--- config.mk ---
export PLATFORM = sky130hd
export DESIGN_NAME = min_priority_queue_core
export DESIGN_NICKNAME = d
export VERILOG_FILES = /design/src/hw/rtl/mpq_pkg.sv /design/src/hw/rtl/mpq_ram.sv /design/src/hw/rtl/mpq_seq.sv /design/src/hw/rtl/min_priority_queue_core.sv
export SDC_FILE = /design/constraint.sdc
export NUM_CORES = 2
export LEC_CHECK = 0
export BUFFER_PORTS_ARGS = -buffer_cell sky130_fd_sc_hd__buf_2
export CORE_MARGIN = 2
export CORE_UTILIZATION = 60
export CTS_BUF_LIST = sky130_fd_sc_hd__clkbuf_4
export CTS_CLUSTER_DIAMETER = 60
export CTS_CLUSTER_SIZE = 30
export DETAILED_ROUTE_END_ITERATION = 8
export PLACE_DENSITY = 0.76
export SYNTH_ARGS = -nofsm -noshare
export SYNTH_HDL_FRONTEND = slang
export SYNTH_SLANG_ARGS = --single-unit
--- constraint.sdc ---
create_clock -name aclk -period 9.02 [get_ports aclk]
set_input_delay 0 -clock aclk [delete_from_list [all_inputs] [get_ports aclk]]
set_output_delay 0 -clock aclk [all_outputs]
set_load 0.05 [all_outputs]
--- src/hw/rtl/mpq_pkg.sv ---
// ----------------------------------------------------------------------------
// mpq_pkg
// Shared types, constants and helpers of the minimum priority queue.
// ----------------------------------------------------------------------------
package mpq_pkg;

    localparam int DEPTH   = 64;
    localparam int ADDR_W  = $clog2(DEPTH);
    localparam int DATA_W  = 32;
    localparam int COUNT_W = 6;

    localparam logic OP_INSERT = 1'b0;
    localparam logic OP_REMOVE = 1'b1;

    typedef enum logic [1:0] {
        STATUS_OK    = 2'd0,
        STATUS_FULL  = 2'd1,
        STATUS_EMPTY = 2'd2
    } status_t;

    typedef enum logic [1:0] {
        ST_IDLE,
        ST_SCAN,
        ST_SHIFT,
        ST_DONE
    } seq_state_t;

    // One write port and one read port of the entry store.
    typedef struct packed {
        logic              wr_en;
        logic [ADDR_W-1:0] wr_addr;
        logic [DATA_W-1:0] wr_data;
        logic              rd_en;
        logic [ADDR_W-1:0] rd_addr;
    } mem_req_t;

    typedef struct packed {
        logic [DATA_W-1:0]  min_value;
        status_t            status;
        logic [COUNT_W-1:0] count;
    } result_t;

    // Low COUNT_W bits of an entry count, zero extended when the count is narrower.
    function automatic logic [COUNT_W-1:0] count_out(input logic [ADDR_W-1:0] cnt);
        logic [31:0] wide;
        wide = 32'(cnt);
        return wide[COUNT_W-1:0];
    endfunction

endpackage

--- src/hw/rtl/mpq_ram.sv ---
// ----------------------------------------------------------------------------
// mpq_ram
// Entry store: simple dual-port memory with a registered read port.
// ----------------------------------------------------------------------------
module mpq_ram (
    input  logic                      aclk,
    input  mpq_pkg::mem_req_t         req,
    output logic [mpq_pkg::DATA_W-1:0] rd_data
);
    import mpq_pkg::*;

    logic [DATA_W-1:0] mem [DEPTH];
    logic [DATA_W-1:0] rd_data_reg;

    always_ff @(posedge aclk) begin
        if (req.wr_en) begin
            mem[req.wr_addr] <= req.wr_data;
        end
    end

    always_ff @(posedge aclk) begin
        if (req.rd_en) begin
            rd_data_reg <= mem[req.rd_addr];
        end
    end

    assign rd_data = rd_data_reg;

endmodule

--- src/hw/rtl/mpq_seq.sv ---
// ----------------------------------------------------------------------------
// mpq_seq
// Sequencer: insert, minimum scan and gap-closing shift over the entry store.
// ----------------------------------------------------------------------------
module mpq_seq (
    input  logic                       aclk,
    input  logic                       aresetn,
    input  logic                       s_valid,
    output logic                       s_ready,
    input  logic                       s_op,
    input  logic [mpq_pkg::DATA_W-1:0] s_value,
    output mpq_pkg::mem_req_t          mem_req,
    input  logic [mpq_pkg::DATA_W-1:0] rd_data,
    output logic                       res_valid,
    input  logic                       res_ready,
    output mpq_pkg::result_t           res
);
    import mpq_pkg::*;

    seq_state_t        state_reg, state_next;
    logic [ADDR_W-1:0] count_reg, count_next;
    logic [ADDR_W-1:0] idx_reg, idx_next;
    logic              rd_valid_reg, rd_valid_next;
    logic [ADDR_W-1:0] rd_idx_reg, rd_idx_next;
    logic [DATA_W-1:0] best_val_reg, best_val_next;
    logic [ADDR_W-1:0] best_idx_reg, best_idx_next;
    result_t           res_reg, res_next;

    logic              take;

    always_ff @(posedge aclk) begin
        if (!aresetn) begin
            state_reg    <= ST_IDLE;
            count_reg    <= '0;
            rd_valid_reg <= 1'b0;
        end else begin
            state_reg    <= state_next;
            count_reg    <= count_next;
            rd_valid_reg <= rd_valid_next;
        end
    end

    always_ff @(posedge aclk) begin
        idx_reg      <= idx_next;
        rd_idx_reg   <= rd_idx_next;
        best_val_reg <= best_val_next;
        best_idx_reg <= best_idx_next;
        res_reg      <= res_next;
    end

    // Strictly smaller wins, so the earliest of equal minima is kept.
    assign take = (rd_idx_reg == '0) || ($signed(rd_data) < $signed(best_val_reg));

    always_comb begin
        state_next    = state_reg;
        count_next    = count_reg;
        idx_next      = idx_reg;
        rd_valid_next = 1'b0;
        rd_idx_next   = rd_idx_reg;
        best_val_next = best_val_reg;
        best_idx_next = best_idx_reg;
        res_next      = res_reg;
        mem_req       = '0;
        s_ready       = 1'b0;
        res_valid     = 1'b0;

        unique case (state_reg)
            ST_IDLE: begin
                s_ready = 1'b1;
                if (s_valid) begin
                    if (s_op == OP_INSERT) begin
                        if (count_reg == ADDR_W'(DEPTH - 1)) begin
                            res_next = '{min_value: '0, status: STATUS_FULL,
                                         count: count_out(count_reg)};
                        end else begin
                            mem_req.wr_en   = 1'b1;
                            mem_req.wr_addr = count_reg;
                            mem_req.wr_data = s_value;
                            count_next      = count_reg + ADDR_W'(1);
                            res_next = '{min_value: '0, status: STATUS_OK,
                                         count: count_out(count_reg + ADDR_W'(1))};
                        end
                        state_next = ST_DONE;
                    end else if (count_reg == '0) begin
                        res_next   = '{min_value: '0, status: STATUS_EMPTY,
                                       count: count_out(count_reg)};
                        state_next = ST_DONE;
                    end else begin
                        idx_next   = '0;
                        state_next = ST_SCAN;
                    end
                end
            end

            ST_SCAN: begin
                if (idx_reg != count_reg) begin
                    mem_req.rd_en   = 1'b1;
                    mem_req.rd_addr = idx_reg;
                    rd_valid_next   = 1'b1;
                    rd_idx_next     = idx_reg;
                    idx_next        = idx_reg + ADDR_W'(1);
                end
                if (rd_valid_reg) begin
                    if (take) begin
                        best_val_next = rd_data;
                        best_idx_next = rd_idx_reg;
                    end
                    if (rd_idx_reg == count_reg - ADDR_W'(1)) begin
                        idx_next   = (take ? rd_idx_reg : best_idx_reg) + ADDR_W'(1);
                        state_next = ST_SHIFT;
                    end
                end
            end

            ST_SHIFT: begin
                // Read entry i and write it to i-1 in the following cycle.
                if (idx_reg != count_reg) begin
                    mem_req.rd_en   = 1'b1;
                    mem_req.rd_addr = idx_reg;
                    rd_valid_next   = 1'b1;
                    rd_idx_next     = idx_reg;
                    idx_next        = idx_reg + ADDR_W'(1);
                end
                if (rd_valid_reg) begin
                    mem_req.wr_en   = 1'b1;
                    mem_req.wr_addr = rd_idx_reg - ADDR_W'(1);
                    mem_req.wr_data = rd_data;
                end
                if ((idx_reg == count_reg) && !rd_valid_reg) begin
                    count_next = count_reg - ADDR_W'(1);
                    res_next   = '{min_value: best_val_reg, status: STATUS_OK,
                                   count: count_out(count_reg - ADDR_W'(1))};
                    state_next = ST_DONE;
                end
            end

            ST_DONE: begin
                res_valid = 1'b1;
                if (res_ready) begin
                    state_next = ST_IDLE;
                end
            end

            default: begin
                state_next = ST_IDLE;
            end
        endcase
    end

    assign res = res_reg;

endmodule

--- src/hw/rtl/min_priority_queue_core.sv ---
// ----------------------------------------------------------------------------
// min_priority_queue_core
// Unsorted array priority queue of signed 32-bit values with remove-minimum.
// ----------------------------------------------------------------------------
// Usage: each input item carries s_op and s_value. An insert (s_op = 0)
// appends s_value behind the entries already held; a remove (s_op = 1)
// returns the smallest held value, the earliest inserted one among equals.
// At most DEPTH-1 entries are held. A full insert is dropped with status 1,
// and a remove from an empty queue returns 0 with status 2. Every item gives
// exactly one result item with m_min_value, m_status and m_count, the count
// of entries held after the item.
// Both channels use valid/ready. Items are processed one at a time by the
// sequencer. An insert or a rejected item passes the sequencer's result
// register and the output register before it leaves the core. A remove of
// the entry at index b from n held entries scans all n entries, one memory
// read per cycle, then shifts the entries behind the minimum down one per
// cycle through the single read and single write port of the entry store.
// The next item is accepted at the earliest at the edge where the previous
// result can leave, so back-to-back inserts do not overlap in the sequencer.
// A result waits in the output register when m_ready is low while the next
// item is already accepted and processed; that item then waits for the
// output register to drain. Synchronous active-low reset empties the queue;
// the entry store itself is not cleared.
// ----------------------------------------------------------------------------
module min_priority_queue_core (
    input  logic                         aclk,
    input  logic                         aresetn,
    input  logic                         s_valid,
    output logic                         s_ready,
    input  logic                         s_op,
    input  logic signed [31:0]           s_value,
    output logic                         m_valid,
    input  logic                         m_ready,
    output logic signed [31:0]           m_min_value,
    output logic [1:0]                   m_status,
    output logic [5:0]                   m_count
);
    import mpq_pkg::*;

    mem_req_t          mem_req;
    logic [DATA_W-1:0] rd_data;
    logic              res_valid;
    logic              res_ready;
    result_t           res;

    logic              m_valid_reg;
    result_t           m_res_reg;

    // Entry store in a synchronous memory; reads land in the next cycle.
    mpq_ram u_ram (
        .aclk    (aclk),
        .req     (mem_req),
        .rd_data (rd_data)
    );

    // Sequencer: handles inserts directly and runs the scan and shift of a
    // remove through the memory ports.
    mpq_seq u_seq (
        .aclk      (aclk),
        .aresetn   (aresetn),
        .s_valid   (s_valid),
        .s_ready   (s_ready),
        .s_op      (s_op),
        .s_value   (s_value),
        .mem_req   (mem_req),
        .rd_data   (rd_data),
        .res_valid (res_valid),
        .res_ready (res_ready),
        .res       (res)
    );

    // Output register: it is free when empty or being taken this cycle.
    assign res_ready = !m_valid_reg || m_ready;

    always_ff @(posedge aclk) begin
        if (!aresetn) begin
            m_valid_reg <= 1'b0;
        end else if (res_ready) begin
            m_valid_reg <= res_valid;
        end
    end

    always_ff @(posedge aclk) begin
        if (res_ready && res_valid) begin
            m_res_reg <= res;
        end
    end

    assign m_valid     = m_valid_reg;
    assign m_min_value = m_res_reg.min_value;
    assign m_status    = m_res_reg.status;
    assign m_count     = m_res_reg.count;

endmodule

==> run_results.csv <==
group,metric,value,unit
clocking,clk-insertion-delay-late,1.38,ns
placed_design,port-buffer-count,78,
worst_setup_path,r2r-start,"u_seq.idx_reg[3]$_DFFE_PP_",
sta,worst_pin_slew,1.51,ns
clocking,cts_tree,"yes",
run,maxCapViolCount,2,
power,power_density,291,mW/mm²
global_route,grt_max_degree,152,
worst_setup_path,cp-end-kind,"flip-flop",
worst_setup_path,crit_start,"u_seq.idx_reg[3]$_DFFE_PP_",
min_path,min_path_cells,3,
final_layout,nNetsFinal,6236,
worst_setup_path,critPathKind,"flip-flop to flip-flop",
min_path,hold_path_end,"u_ram.mem[46][27]$_DFFE_PP_",
routing,drt_iter0_drc,11300,
power,peakVddDrop,0.586,mV
routing,drc,1,
global_route,grt_pass1_vias,56700,
routing,drtPass1Iterations,9,
clocking,clock-sinks,2220,
synthesis,netlist_area,0.0930,mm²
synthesis,synth_nets,6299,
final_layout,largest_reg_flops,2048,
final_layout,drive_gt1_share,11.5,%
routing,drt-vias-per-instance,7.24,
floorplanning,fp-row-count,144,
final_layout,n_fill_cell,10600,
sta,fin_ws,1.47,ns
synthesis,async_flop_share,0,%
clocking,cts_max_path_buffers,3,
clocking,tritoncts.num_buffers,136,
min_path,hp-class,"input port to flip-flop",
sta,rsz0062_at_grt,"false",
synthesis,synthDistinctLibCells,72,
floorplanning,pin_count,79,
synthesis,synth-main-ff-cell,"edfxtp_1",
global_route,grt.total_usage,33.8,%
floorplanning,fp.dieW,398,µm
clocking,clkSlewWorstSetupHoldPaths,0.22,ns
synthesis,synth_edf_count,2210,
synthesis,yosysWarnings,0,
sta,relSlewSlack,-0.734,%
worst_setup_path,reg2reg_to,"u_ram.rd_data[2]$_DFFE_PP_",
outcome,violations,"design-rule violations, max-capacitance violations, max-slew violations",
sta,tns,0,ns
global_route,overflow,0,
clocking,htree_levels,4,
power,finalPower,28800,µW
routing,drt_wl_total,272000,µm
worst_setup_path,ff2ff_path_depth,15,
global_route,antenna_found_initial,15,
sta,period_needed,7.55,ns
placed_design,place_congestion,0.905,
routing,routedWlPerCell,32.7,µm
final_layout,final_common_cell,"edfxtp_1",
worst_setup_path,startpoint_type,"flip-flop",
floorplanning,design.core.area,0.154,mm²
final_layout,area_growth,6.49,%
routing,vias,60200,
routing,final_antenna_net_count,0,
floorplanning,die_area,0.158,mm²
synthesis,synth-seq-area-share,71.5,%
synthesis,synth-seq-cells,2220,
sta,setup_viol_count_final,0,
power,power.leakage,0.0330,µW
sta,finClkSkew,0.111,ns
sta,fmax,132,MHz
final_layout,final_cell_mix,"edfxtp_1, nand2_1, nor2_1, mux2i_1, a211oi_1",
floorplanning,chipHeight,398,µm
worst_setup_path,crit_arrival,8.67,ns
floorplanning,initial_core_util,60.4,%
min_path,min_from,"s_value[27]",
clocking,cts_root_buf,"clkbuf_4",
worst_setup_path,required,10.13,ns
sta,hold_viol_final,0,
synthesis,syn_inst,6219,
worst_setup_path,r2r_slack,1.47,ns
sta,hold_ws,0.0925,ns
placed_design,post-dp-hpwl,145000,µm
synthesis,post_synth.cell_area_avg,15.0,µm²
placed_design,pre_cts_slack,1.83,ns
sta,finalCritPeriodShare,83.8,%
outcome,status,"finished with violations",
worst_setup_path,cp_max_fo,93,
global_route,grt_pass1_wl,389000,µm
sta,final_max_slew_viol_count,2,
==> stage by stage <==
| stage | instance area [µm²] | std cells | utilization, % |
|---|---|---|---|
| 6_report | 99100 | 8319 | 64.3 |
| 5_1_grt | 99100 | 8319 | 64.3 |
| 3_3_place_gp | 96200 | 8012 | 62.5 |
| 2_1_floorplan | 93000 | 6219 | - |
| 3_5_place_dp | 96200 | 8012 | 62.5 |
| 4_1_cts | 99000 | 8304 | 64.3 |
==> synthesized netlist by cell type, types with 55 or more instances <==
cell	count	area share [%]
nand3_1	55	0.30
edfxtp_1	2210	71
buf_2	82	0.44
and3_1	164	1.1
clkbuf_1	373	1.5
a21oi_1	142	0.76
a211oi_1	315	2.5
o211ai_1	256	2.1
mux4_2	70	1.7
a2111oi_0	158	1.5
o221ai_1	158	1.5
o31ai_1	68	0.55
nand2_1	513	2.1
nor2_1	504	2.0
o22ai_1	94	0.63
mux2i_1	410	4.4
o2111ai_1	99	0.93
==> metal layers <==
layer  wire length (µm)  track usage, %  vias up
met2             118000            49.5     4999
met1              96800            47.2    29600
met5                 32               0        -
met4              13700            14.1        4
met3              43300            10.8      762
li1                   -               -    24900
==> kinds of logic (layout without fill, tap and decap cells) <==
logic type	after synthesis	in the layout	share of synthesized area (%)
DFF	2220	2220	71.5
AOI/OAI and AO/OA	1521	1521	12.6
and+or+nand+nor	1352	1352	6.29
buffers and inverters	564	605	2.52
muxes	486	486	6.18
adders and majority gates	43	43	0.578
xor gates and xnor gates	33	33	0.342
other	0	15	0
==> report_power, final <==
group / leakage (µW) / internal (µW) / switching, µW
combinational: 0.0113 / 3060 / 8370
sequential: 0.0205 / 12300 / 465
clock: 0.00124 / 1330 / 3320
total: 0.0330 / 16700 / 12200
==> layout make-up <==
class | count | area [µm²] | area share (%)
sequential | 2220 | 66600 | 67.2
clock buffer | 143 | 1070 | 1.08
multi-input combinational | 3435 | 24900 | 25.2
tap | 2044 | 2560 | 2.58
antenna | 15 | 37.5 | 0.0379
clock inverter | 99 | 1250 | 1.26
timing repair buffer | 315 | 2480 | 2.51
inverter | 48 | 180 | 0.182
==> worst max path at each step <==
stage	endpoint	slack, ns	depth (start not counted)
after floorplan	u_ram.rd_data[10]$_DFFE_PP_	4.53	8
after global placement	u_ram.rd_data[2]$_DFFE_PP_	1.93	15
after detailed placement	u_ram.rd_data[2]$_DFFE_PP_	1.83	15
after CTS	u_ram.rd_data[2]$_DFFE_PP_	1.77	15
after global routing	u_ram.rd_data[4]$_DFFE_PP_	1.46	14
final	u_ram.rd_data[2]$_DFFE_PP_	1.47	15
==> worst max-delay path: stages (launching register included) <==
cell and delay, ns:
edfxtp_1 0.38, buf_4 0.58, xnor2_1 0.23, and4_4 0.82, nand2_1 0.40, ha_4 0.42, nand2_4 0.62, buf_12 0.44
buf_12 0.34, a2111oi_0 0.16, a211oi_1 0.35, a21oi_1 0.11, a2111oi_0 1.18, buf_4 0.27, o211ai_1 0.35, a211oi_1 0.44
==> repair_timing <==
action | 4_1_cts | 5_1_grt
hold buffers | 50 | 0
buffers inserted | 0 | 0
hold endpoints to repair | 2152 | 0
gates resized for setup | 0 | 0
No activity file was read; power rests on OpenSTA's default activity.
